--- src/rtl/lsdrs_ram.sv ---
// ----------------------------------------------------------------------------
// lsd radix sort ram
// simple dual port memory, one write and one registered read per cycle
// ----------------------------------------------------------------------------
module lsdrs_ram #(
    parameter int WIDTH = 62,
    parameter int DEPTH = 64
) (
    input  logic                     clk,
    input  logic                     we,
    input  logic [$clog2(DEPTH)-1:0] waddr,
    input  logic [WIDTH-1:0]         wdata,
    input  logic [$clog2(DEPTH)-1:0] raddr,
    output logic [WIDTH-1:0]         rdata
);

    logic [WIDTH-1:0] mem [DEPTH];

    always_ff @(posedge clk)
    begin
        if (we)
        begin
            mem[waddr] <= wdata;
        end
        rdata <= mem[raddr];
    end

endmodule

--- config.mk ---
export PLATFORM = sky130hd
export DESIGN_NAME = lsdrs_ram
export DESIGN_NICKNAME = d
export VERILOG_FILES = /design/src/rtl/lsdrs_ram.sv
export SDC_FILE = /design/constraint.sdc
export NUM_CORES = 2
export LEC_CHECK = 0
export BUFFER_PORTS_ARGS = -buffer_cell sky130_fd_sc_hd__buf_2
export CAP_MARGIN = 20
export CORE_UTILIZATION = 50
export CTS_CLUSTER_DIAMETER = 80
export DETAILED_ROUTE_END_ITERATION = 6
export PLACE_DENSITY = 0.65
export SLEW_MARGIN = 20
export SYNTH_ARGS = -nofsm -noshare
export SYNTH_HDL_FRONTEND = slang
export SYNTH_SLANG_ARGS = --single-unit
--- constraint.sdc ---
create_clock -name clk -period 9.05 [get_ports clk]
set_clock_uncertainty 0.2 [all_clocks]
set_input_delay 0.905 -clock clk [delete_from_list [all_inputs] [get_ports clk]]
set_output_delay 0.905 -clock clk [all_outputs]
set_load 0.05 [all_outputs]
# Word level (Yosys, flattened, before mapping)
# Memory sizes are Yosys's and may differ from the RTL's. A register that Yosys moved wholly into a read port is not among the register bits.
# Index checks and enable logic that the tools add are counted.
[classes] n_mux=2
[op_table] cell="$mux W1" n=2
[totals] out_inout_bits=62 reg_bits=0 mem_count=1 ramBits=3968 in_bits=76 wordCells=3
[mem_list] name="mem" words=64 word_bits=62 read_ports=1 rd_ports_with_merged_regs=1 write_ports=1 line="17" text="logic [WIDTH-1:0] mem [DEPTH];"

# Logic depth before layout (Yosys ltp)
[logic_depth] word_depth=2 mapped_depth=10 mapped_depth_nobuf=5

# Worst setup path after synthesis
# OpenSTA, ideal clock, no wires.
[synth_timing] kind="input-to-reg" start="input waddr[3]" end="memory mem[48][0] (enable)" slack_ns=2.676 setup_time_ns=0.558 arrival_time_ns=5.616 cell_stages=4 cell_sequence="clkbuf_1 > nor2b_1 > nand4b_1 > nor3_1"
[synth_lines] item="start: declaration" line="11" text="input logic [$clog2(DEPTH)-1:0] waddr,"
[synth_lines] item="end: declaration" line="17"
# Straight into the memory's write port.

==> flow_metrics.py <==
metrics = {
    "worst_setup_path": {
        "critPathSlowestCell": "nor4_1",
        "slowest_delay_ns": 0.89,
        "crit_path_max_fanout": 112,
        "path_class": "in2reg",
        "end_kind": "register",
        "startpoint_type": "input pin",
        "arrival_ns": 4.53,
        "path_cells": "buf_8 -> buf_4 -> buf_12 -> mux4_2 -> o22ai_1 -> nor4_1 -> a2bb2oi_1",
        "crit_required_ns": 9.72,
    },
    "floorplanning": {
        "die_x_um": 552.9,
        "io_pins": 138,
        "rows": 201,
        "die_h_um": 552.9,
        "core_area_um2": 300800,
        "die_area_um2": 305700,
        "start_util": 0.5046,
    },
    "power": {
        "ir_worst_vdd_v": 0.0001756,
        "p_per_area_nw_per_um2": 229.1,
        "p_leak_nw": 53.36,
        "total_power_mw": 39.20,
    },
    "logic_synthesis": {
        "yosysWarningCount": 0,
        "synth_edf_count": 3968,
        "ys_async_sr_fraction": 0,
        "yosysSeqAreaShare": 0.7933,
        "postSynthAreaPerCell_um2": 22.82,
        "yosysUniqueCellTypes": 49,
        "synth_top_flop_cell": "edfxtp_1",
        "synth_cells": 6650,
        "syn-num-nets": 6726,
        "ys_ff_latch": 4030,
        "syn_area_um2": 151800,
    },
    "grt": {
        "grt_pass1_wl_um": 573500,
        "overflow": 0,
        "grt_pass1_vias": 74670,
        "antenna_found_initial": 18,
        "grt_usage": 0.2665,
        "grt_max_degree": 118,
    },
    "clock_network": {
        "cts_resized": 0,
        "cts.sinks": 4030,
        "htreeDepth": 5,
        "cts-hold-fix-buffers": 0,
        "cts_tree": "yes",
        "clkTransAtPathRegs_ns": 0.06,
        "postCtsSetupBuffers": 0,
        "cts-root-buf": "clkbuf_16",
        "clock_latency_ns": 0.98,
        "cts_buffers": 401,
        "cts_buffer_depth": 4,
    },
    "route": {
        "totalWireLength_um": 409200,
        "postRouteAntennaNets": 0,
        "routed_via_density": 6.562,
        "firstDrtPassIters": 6,
        "dr_total_vias": 74300,
        "avgRoutedWirePerCell_um": 36.14,
        "drc_errors": 0,
        "drt-initial-drc-count": 9933,
    },
    "timing": {
        "hold_viol": 0,
        "max_freq_mhz": 258.9,
        "setup_tns_ns": 0,
        "final-setup-viol-count": 0,
        "grt_setup_unrepaired": "false",
        "drv_slew": 0,
        "relSlewSlack": 0.1842,
        "hold_ws_ns": 0.1445,
        "fin_crit_sh": 0.4268,
        "tightestPinTransition_ns": 1.224,
        "fin_crit_ns": 3.862,
    },
    "finish": {
        "drive_above_1_share": 0.2688,
        "fin_nets": 7093,
        "fillers": 21740,
        "area_growth_pct": 12.75,
    },
    "placement": {
        "gp_congestion": 0.7935,
        "portBuffers": 137,
        "hpwl_um": 216700,
    },
    "run_status": {
        "run_status": "finished, final reports clean",
    },
    "job": {
        "cap_violations": 0,
    },
    "worst_hold_path": {
        "hold_path_class": "in2reg",
    },
}
[cell families after synthesis]
| family | count (synthesis) | share of synthesized area |
|---|---|---|
| flops | 4030 | 0.7933 |
| simple gates | 376 | 0.01252 |
| compound gates | 672 | 0.03103 |
| mux | 1187 | 0.1496 |
| buf+inv | 385 | 0.01357 |
[cells in the mapped netlist, drive strengths merged (18+ instances only)]
library cell,n,area share
dfxtp,62,0.0082
nand2,46,0.0011
a21oi,32,0.0011
o22a,18,0.0010
nor2,104,0.0026
o22ai,241,0.0099
o21ai,79,0.0026
mux2,98,0.0073
mux2i,234,0.015
a22oi,95,0.0047
mux4,855,0.13
nor4,33,0.0014
a221oi,33,0.0019
o221ai,64,0.0037
nor2b,60,0.0025
clkbuf,139,0.0035
edfxtp,3968,0.79
a211oi,29,0.0014
nand3,49,0.0016
buf,246,0.010
a22o,32,0.0018
nor3,31,0.0010
[sequential cells by signal, indices dropped and copies added, names as in the netlist]
signal,flops
mem,3968
rdata,62
[worst paths after layout]
check              startpoint    endpoint  slack, ns  depth (start not counted)
hold / removal      wdata[35]  mem[4][35]       0.14                          1
setup reg to reg  mem[12][61]   rdata[61]       6.64                          5
hold reg to reg    mem[60][2]    rdata[2]       0.59                          4
setup / recovery     raddr[1]   rdata[36]       5.19                          7
[layout make-up]
class                           instances  area, µm²  area share
Clock buffer                          505      10650     0.06224
Antenna cell                            5      12.51  0.00007312
Tap cell                             3958       4952     0.02894
Multi-Input combinational cell       2235      29890      0.1747
Sequential cell                      4030     120400      0.7036
Timing Repair Buffer                  349       2684     0.01568
Clock inverter                        240       2524     0.01475
[worst max-delay path, delay by kind of cell]
family	cells	cell delay, ns
AND/OR/NAND/NOR	1	0.89
buffers and inverters	3	1.66
AO/OA/AOI/OAI	2	0.38
multiplexers	1	0.35
[placed cells by master (no fill, tap or decap), types with 38 or more instances in the layout]
cell,Yosys,final
edfxtp_1,3968,3968
mux4_2,855,855
clkbuf_16,0,405
o22ai_1,241,241
mux2i_1,234,234
buf_4,75,217
buf_2,136,105
a22oi_1,95,95
mux2_2,92,92
clkbuf_1,137,86
clkinv_2,0,80
clkinv_1,0,75
o21ai_0,68,68
o221ai_1,64,64
nor2_4,0,64
dfxtp_1,62,62
nor2b_1,60,53
nand3_1,49,49
bufinv_16,0,40
nand2_1,46,39
nor2_1,103,38
[power by group]
group	leakage (nW)	total, mW	internal [mW]	switching (mW)
Clock	6.42	16.6	9.52	7.05
Sequential	36.2	20.7	20.7	0.0775
Combinational	10.7	1.88	0.627	1.25
Total	53.4	39.2	30.8	8.38
[stage by stage]
step	area (µm²)	worst slack (ns)	util	instances
floorplan	151800	2.676	-	6650
global placement	157600	4.292	0.5241	10560
detailed placement	157800	4.262	0.5246	10570
CTS	171000	5.259	0.5684	11310
global route	171100	5.202	0.5689	11320
finish	171100	5.188	0.5689	11320
[layer usage]
metal,wire length (µm),track usage,part of all wire,up-vias
li1,-,-,-,29310
met1,156100,0.3693,0.38,40120
met2,197800,0.4296,0.48,4092
met3,39550,0.04843,0.097,777
met4,15670,0.09098,0.038,8
met5,42,0,0.00010,-
Note: power is estimated with default switching activity, not from simulation.
