<file path="src/rtl/lsdrs_div.sv">
// ----------------------------------------------------------------------------
// lsd radix sort digit divider
// two stage divide by the radix: reciprocal multiply, then one correction
// ----------------------------------------------------------------------------
module lsdrs_div #(
    parameter int VB    = 31,
    parameter int RADIX = 10
) (
    input  logic                     clk,
    input  logic                     rst_n,
    input  logic                     in_valid,
    input  logic [VB-1:0]            in_q,
    input  logic [VB-1:0]            in_pay,
    output logic                     out_valid,
    output logic [VB-1:0]            out_quot,
    output logic [$clog2(RADIX)-1:0] out_rem,
    output logic [VB-1:0]            out_pay
);

    localparam int DW = $clog2(RADIX);
    localparam longint unsigned RECIP_L = (64'd1 << VB) / RADIX;
    localparam logic [VB-1:0] RECIP = VB'(RECIP_L);

    logic            v1_reg;
    logic [VB-1:0]   q1_reg;
    logic [VB-1:0]   p1_reg;
    logic [2*VB-1:0] prod1_reg;

    logic [VB-1:0] qh;
    logic [VB-1:0] qhr;
    logic [VB-1:0] rem_raw;
    logic          corr;

    assign qh      = prod1_reg[2*VB-1:VB];
    assign qhr     = VB'(qh * VB'(RADIX));
    assign rem_raw = q1_reg - qhr;
    assign corr    = rem_raw >= VB'(RADIX);

    always_ff @(posedge clk or negedge rst_n)
    begin
        if (!rst_n)
        begin
            v1_reg    <= 1'b0;
            out_valid <= 1'b0;
        end
        else
        begin
            v1_reg    <= in_valid;
            out_valid <= v1_reg;
        end
    end

    always_ff @(posedge clk)
    begin
        q1_reg    <= in_q;
        p1_reg    <= in_pay;
        prod1_reg <= (2*VB)'(in_q) * (2*VB)'(RECIP);
        out_pay   <= p1_reg;
        if (corr)
        begin
            out_quot <= qh + VB'(1);
            out_rem  <= DW'(rem_raw - VB'(RADIX));
        end
        else
        begin
            out_quot <= qh;
            out_rem  <= DW'(rem_raw);
        end
    end

endmodule

</file>
<file path="config.mk">
export PLATFORM = sky130hd
export DESIGN_NAME = lsdrs_div
export DESIGN_NICKNAME = d
export VERILOG_FILES = /design/src/rtl/lsdrs_div.sv
export SDC_FILE = /design/constraint.sdc
export NUM_CORES = 1
export LEC_CHECK = 0
export BUFFER_PORTS_ARGS = -buffer_cell sky130_fd_sc_hd__buf_2
export CAP_MARGIN = 20
export CORE_MARGIN = 5
export CORE_UTILIZATION = 40
export DETAILED_ROUTE_END_ITERATION = 8
export PLACE_DENSITY = 0.67
export SYNTH_ARGS = -nofsm -noshare
export SYNTH_HDL_FRONTEND = slang
export SYNTH_SLANG_ARGS = --single-unit
</file>
<file path="constraint.sdc">
create_clock -name clk -period 5.3 [get_ports clk]
set_input_delay 1.06 -clock clk [delete_from_list [all_inputs] [get_ports clk]]
set_output_delay 1.06 -clock clk [all_outputs]
set_load 0.01 [all_outputs]
</file>
# After elaboration in Yosys (flattened, before gate mapping)
# Cells that the tools add are included.
[word_totals] reg_bits=185 latchBits=0 ram_bits=0 mem_bits_ro=0 input_bits=65 out_inout_bits=67 elab_cells=17 memories=0
[classes] addsub=3 n_mul=2 n_div=0 magnitude_cmp=1 eq_ne=0 shifts=0 mux=2 n_bitwise=0 n_reduce_logical=0
[ops] operator="$mul 31x26->57 const B" n=1
[ops] operator="$ge 31x4->1 const B" n=1
[ops] operator="$sub 31x31->31" n=1
[ops] operator="$mul 28x3->30 const B" n=1
[ops] operator="$add 28x1->29 const B" n=1
[ops] operator="$mux 28" n=1
[ops] operator="$mux 4" n=1
[ops] operator="$sub 4x4->4 const B" n=1

# Logic depth before layout (Yosys ltp)
[depth] word_depth=4 mapped_depth=26 mapped_depth_nobuf=26

# Worst setup path after synthesis
# OpenSTA, ideal clock, no wires.
[synth_timing] path_type="input to register" startpoint="in in_q[11]" endpoint="reg prod1_reg[54]" setup_ps=72 arrival_time_ps=6907 required_ps=5228 setup_slack_ps=-1679 stages=23 n_path_buf=0 path_cell_list="ha_1 -> inv_1 -> fa_1 -> fa_1 -> fa_1 -> fa_1 -> inv_1 -> fa_1 -> inv_1 -> fa_1 -> inv_1 -> ha_1 -> a21o_1 -> nand2_1 -> nand2b_1 -> a2111oi_0 -> o21bai_1 -> nand3_1 -> nand3_1 -> o211ai_1 -> nand2_1 -> o41ai_1 -> xnor2_1"
[synth_via] elab_chain_len=1
[synth_rtl] element="start: declaration" line="12" rtl="input logic [VB-1:0] in_q,"
[synth_rtl] element="$mul 31x26->57" line="57" rtl="prod1_reg <= (2*VB)'(in_q) * (2*VB)'(RECIP);"
[synth_rtl] element="end signal: assignment" line="57"
[synth_rtl] element="end: declaration" line="27" rtl="logic [2*VB-1:0] prod1_reg;"
# No other way between the ends.
# A chain may end at the register's enable or synchronous reset.

# Final worst setup path
[layout_timing] startpoint="in in_q[2]" endpoint="reg prod1_reg[54]"
# Same word-level chain as after synthesis.

==> flow_metrics.tcl <==
set metrics [dict create \
    final_cell_mix "buf_4, inv_1, ha_1" \
    postCtsHoldBufs 0 \
    relSlewSlack_pct 41.8 \
    wl_per_cell_um 18.4 \
    synth_seq_cells 156 \
    synthToLayoutAreaGrowth_pct 38.2 \
    synth_cell_types 70 \
    hpwl_um 50400 \
    crit_fanout 4 \
    clkSlewWorstSetupHoldPaths_ps 70 \
    criticalPathCategory "input pin to register" \
    synthArstFlopShare_pct 1.28 \
    synth_top_cell_by_area "fa_1" \
    grt_pass1_wl_um 92200 \
    n_fill_cell 4070 \
    ioPinCount 132 \
    cts-root-buf "clkbuf_16" \
    place_inst 3085 \
    numCtsBuffers 17 \
    drv_cap 0 \
    fmax_ghz 0.151 \
    synth_edf_count 0 \
    final_common_cell "buf_4" \
    num_rows 80 \
    worst_slew_pin_slew_ps 870 \
    first_pass_iters 5 \
    dieHeight_um 229 \
    cp.arrival_ps 6980 \
    dp_slack_ps -1930 \
    antenna_found_initial 2 \
    start_util_pct 40.3 \
    first_iter_violations 912 \
    clock_skew_ps 12.5 \
    finalNonFillerCells 3162 \
    yosys_most_used_dff "dfxtp_1" \
    drtAntennaViolNets 0 \
    drc 0 \
    synth_area_sq_um 19200 \
    min_period_ps 6620 \
    viasPerCell 4.98 \
    grt_usage_pct 22.2 \
    synth.yosys.seq_area_share_pct 16.3 \
    worstPathRequired_ps 5660 \
    nets 3225 \
    die-area_sq_um 52500 \
    hold_viol 0 \
    drt-total-wl_um 58300 \
    setup_viol 60 \
    core_sq_um 47600 \
    synth_area_leaders "fa_1, ha_1, dfxtp_1" \
    yosysTopAreaCellShare_pct 29.5 \
    grt_max_degree 19 \
    syn_inst 1931 \
    fin_ws_ps -1320 \
    routabilityCongestion 0.999 \
    cts_tree "yes" \
    clock_sinks 156 \
    grt-ovfl-total 0 \
    clk_path_buf_depth 2 \
    syn_area_per_cell_sq_um 9.95 \
    critPathLaunchType "input pin" \
    end_kind "register" \
    die_width_um 229 \
    finalCritPeriodShare_pct 125 \
    status "finished with violations" \
    grt_setup_unrepaired "yes" \
    violations "negative setup slack" \
    hp-class "register to register" \
    drive_gt1_share_pct 34.2 \
    drv_slew 0 \
    portBuffers 129 \
    yosys_warnings 0 \
    insertion_delay_ps 440 \
    cts_max_level 4 \
    grt_pass1_vias 17130 \
    vias 15741 \
]
## cell type report
cell class | instances | area (sq um) | share of cell area, %
Tap cell | 615 | 769 | 2.90
Inverter | 468 | 1760 | 6.63
Antenna cell | 1 | 2.50 | 0.00943
Clock buffer | 17 | 425 | 1.60
Sequential cell | 156 | 3160 | 11.9
Multi-Input combinational cell | 1290 | 15800 | 59.5
Timing Repair Buffer | 600 | 4480 | 16.9
Clock inverter | 15 | 166 | 0.627
## cells in the mapped netlist (all sizes together) (8+ instances only)
cell	instances
a211oi	12
a21o	46
a21oi	64
a31oi	11
and3	26
buf	11
dfxtp	154
fa	283
ha	344
inv	468
nand2	59
nand2b	16
nand3	34
nand4	33
nor2	61
nor2b	13
nor3	19
o211ai	10
o21a	9
o21ai	39
o22ai	8
xnor2	60
xor2	49
## per-stage QoR
stage / hold WS, ps / TNS (ps) / utilization [%] / cell area (sq um)
2_1_floorplan: 310 / -23330 / - / 19700
3_3_place_gp: 310 / -78370 / 50.8 / 24200
3_5_place_dp: 312 / -79990 / 50.8 / 24200
4_1_cts: 322 / -34140 / 54.6 / 26000
5_1_grt: 322 / -46090 / 55.7 / 26500
6_report: 320 / -34670 / 55.7 / 26500
## routing by layer
layer,GRT usage (%),wire (um)
met2,38.8,28700
met4,8.72,2390
met5,0,0
met3,2.04,2830
met1,28.6,24400
## timing repair
action                     CTS  global route
gates resized for setup    185            93
cloned                       2             1
buffers inserted            40            17
setup endpoints to repair   60            60
pin swaps                  125            94
## critical path, cell delays in order
cell	delay (ps)
buf_12	110
ha_4	240
xor2_2	150
ha_2	170
or2_4	250
fa_2	620
fa_2	490
fa_2	570
fa_1	430
fa_1	540
ha_4	230
a2111oi_4	270
o21ai_1	120
o22ai_1	210
and3_4	230
a21oi_4	100
o2111ai_2	190
nand3_2	130
o211ai_1	250
nand2_1	160
o41ai_2	270
xnor2_1	160
## cells by family after synthesis
group                      after synthesis  share of synthesized area [%]
and+or+nand+nor                        297                           8.06
muxes                                    3                          0.156
AOI/OAI and AO/OA                      252                           8.89
xor gates and xnor gates               109                           4.97
buffers and inverters                  486                           9.71
adders and majority gates              627                           51.9
DFF                                    156                           16.3
other                                    1                         0.0195
## path summary, 6_finish.rpt
kind	start	cells after the start	endpoint	slack, ps
worst max-delay path	in_q[2]	22	prod1_reg[54]$_DFF_P_	-1320
worst min-delay path	p1_reg[2]$_DFF_P_	0	out_pay[2]$_DFF_P_	320
worst max register to register	prod1_reg[33]$_DFF_P_	23	out_quot[9]$_DFF_P_	-170
worst min register to register	p1_reg[2]$_DFF_P_	0	out_pay[2]$_DFF_P_	320
max in group asynchronous	rst_n	1	out_valid$_DFF_PN0_	4810
min in group asynchronous	rst_n	1	v1_reg$_DFF_PN0_	400
Power is left out: the tool's default activity adds up to more than one toggle a clock period on the data nets, which glitch-free logic cannot reach.
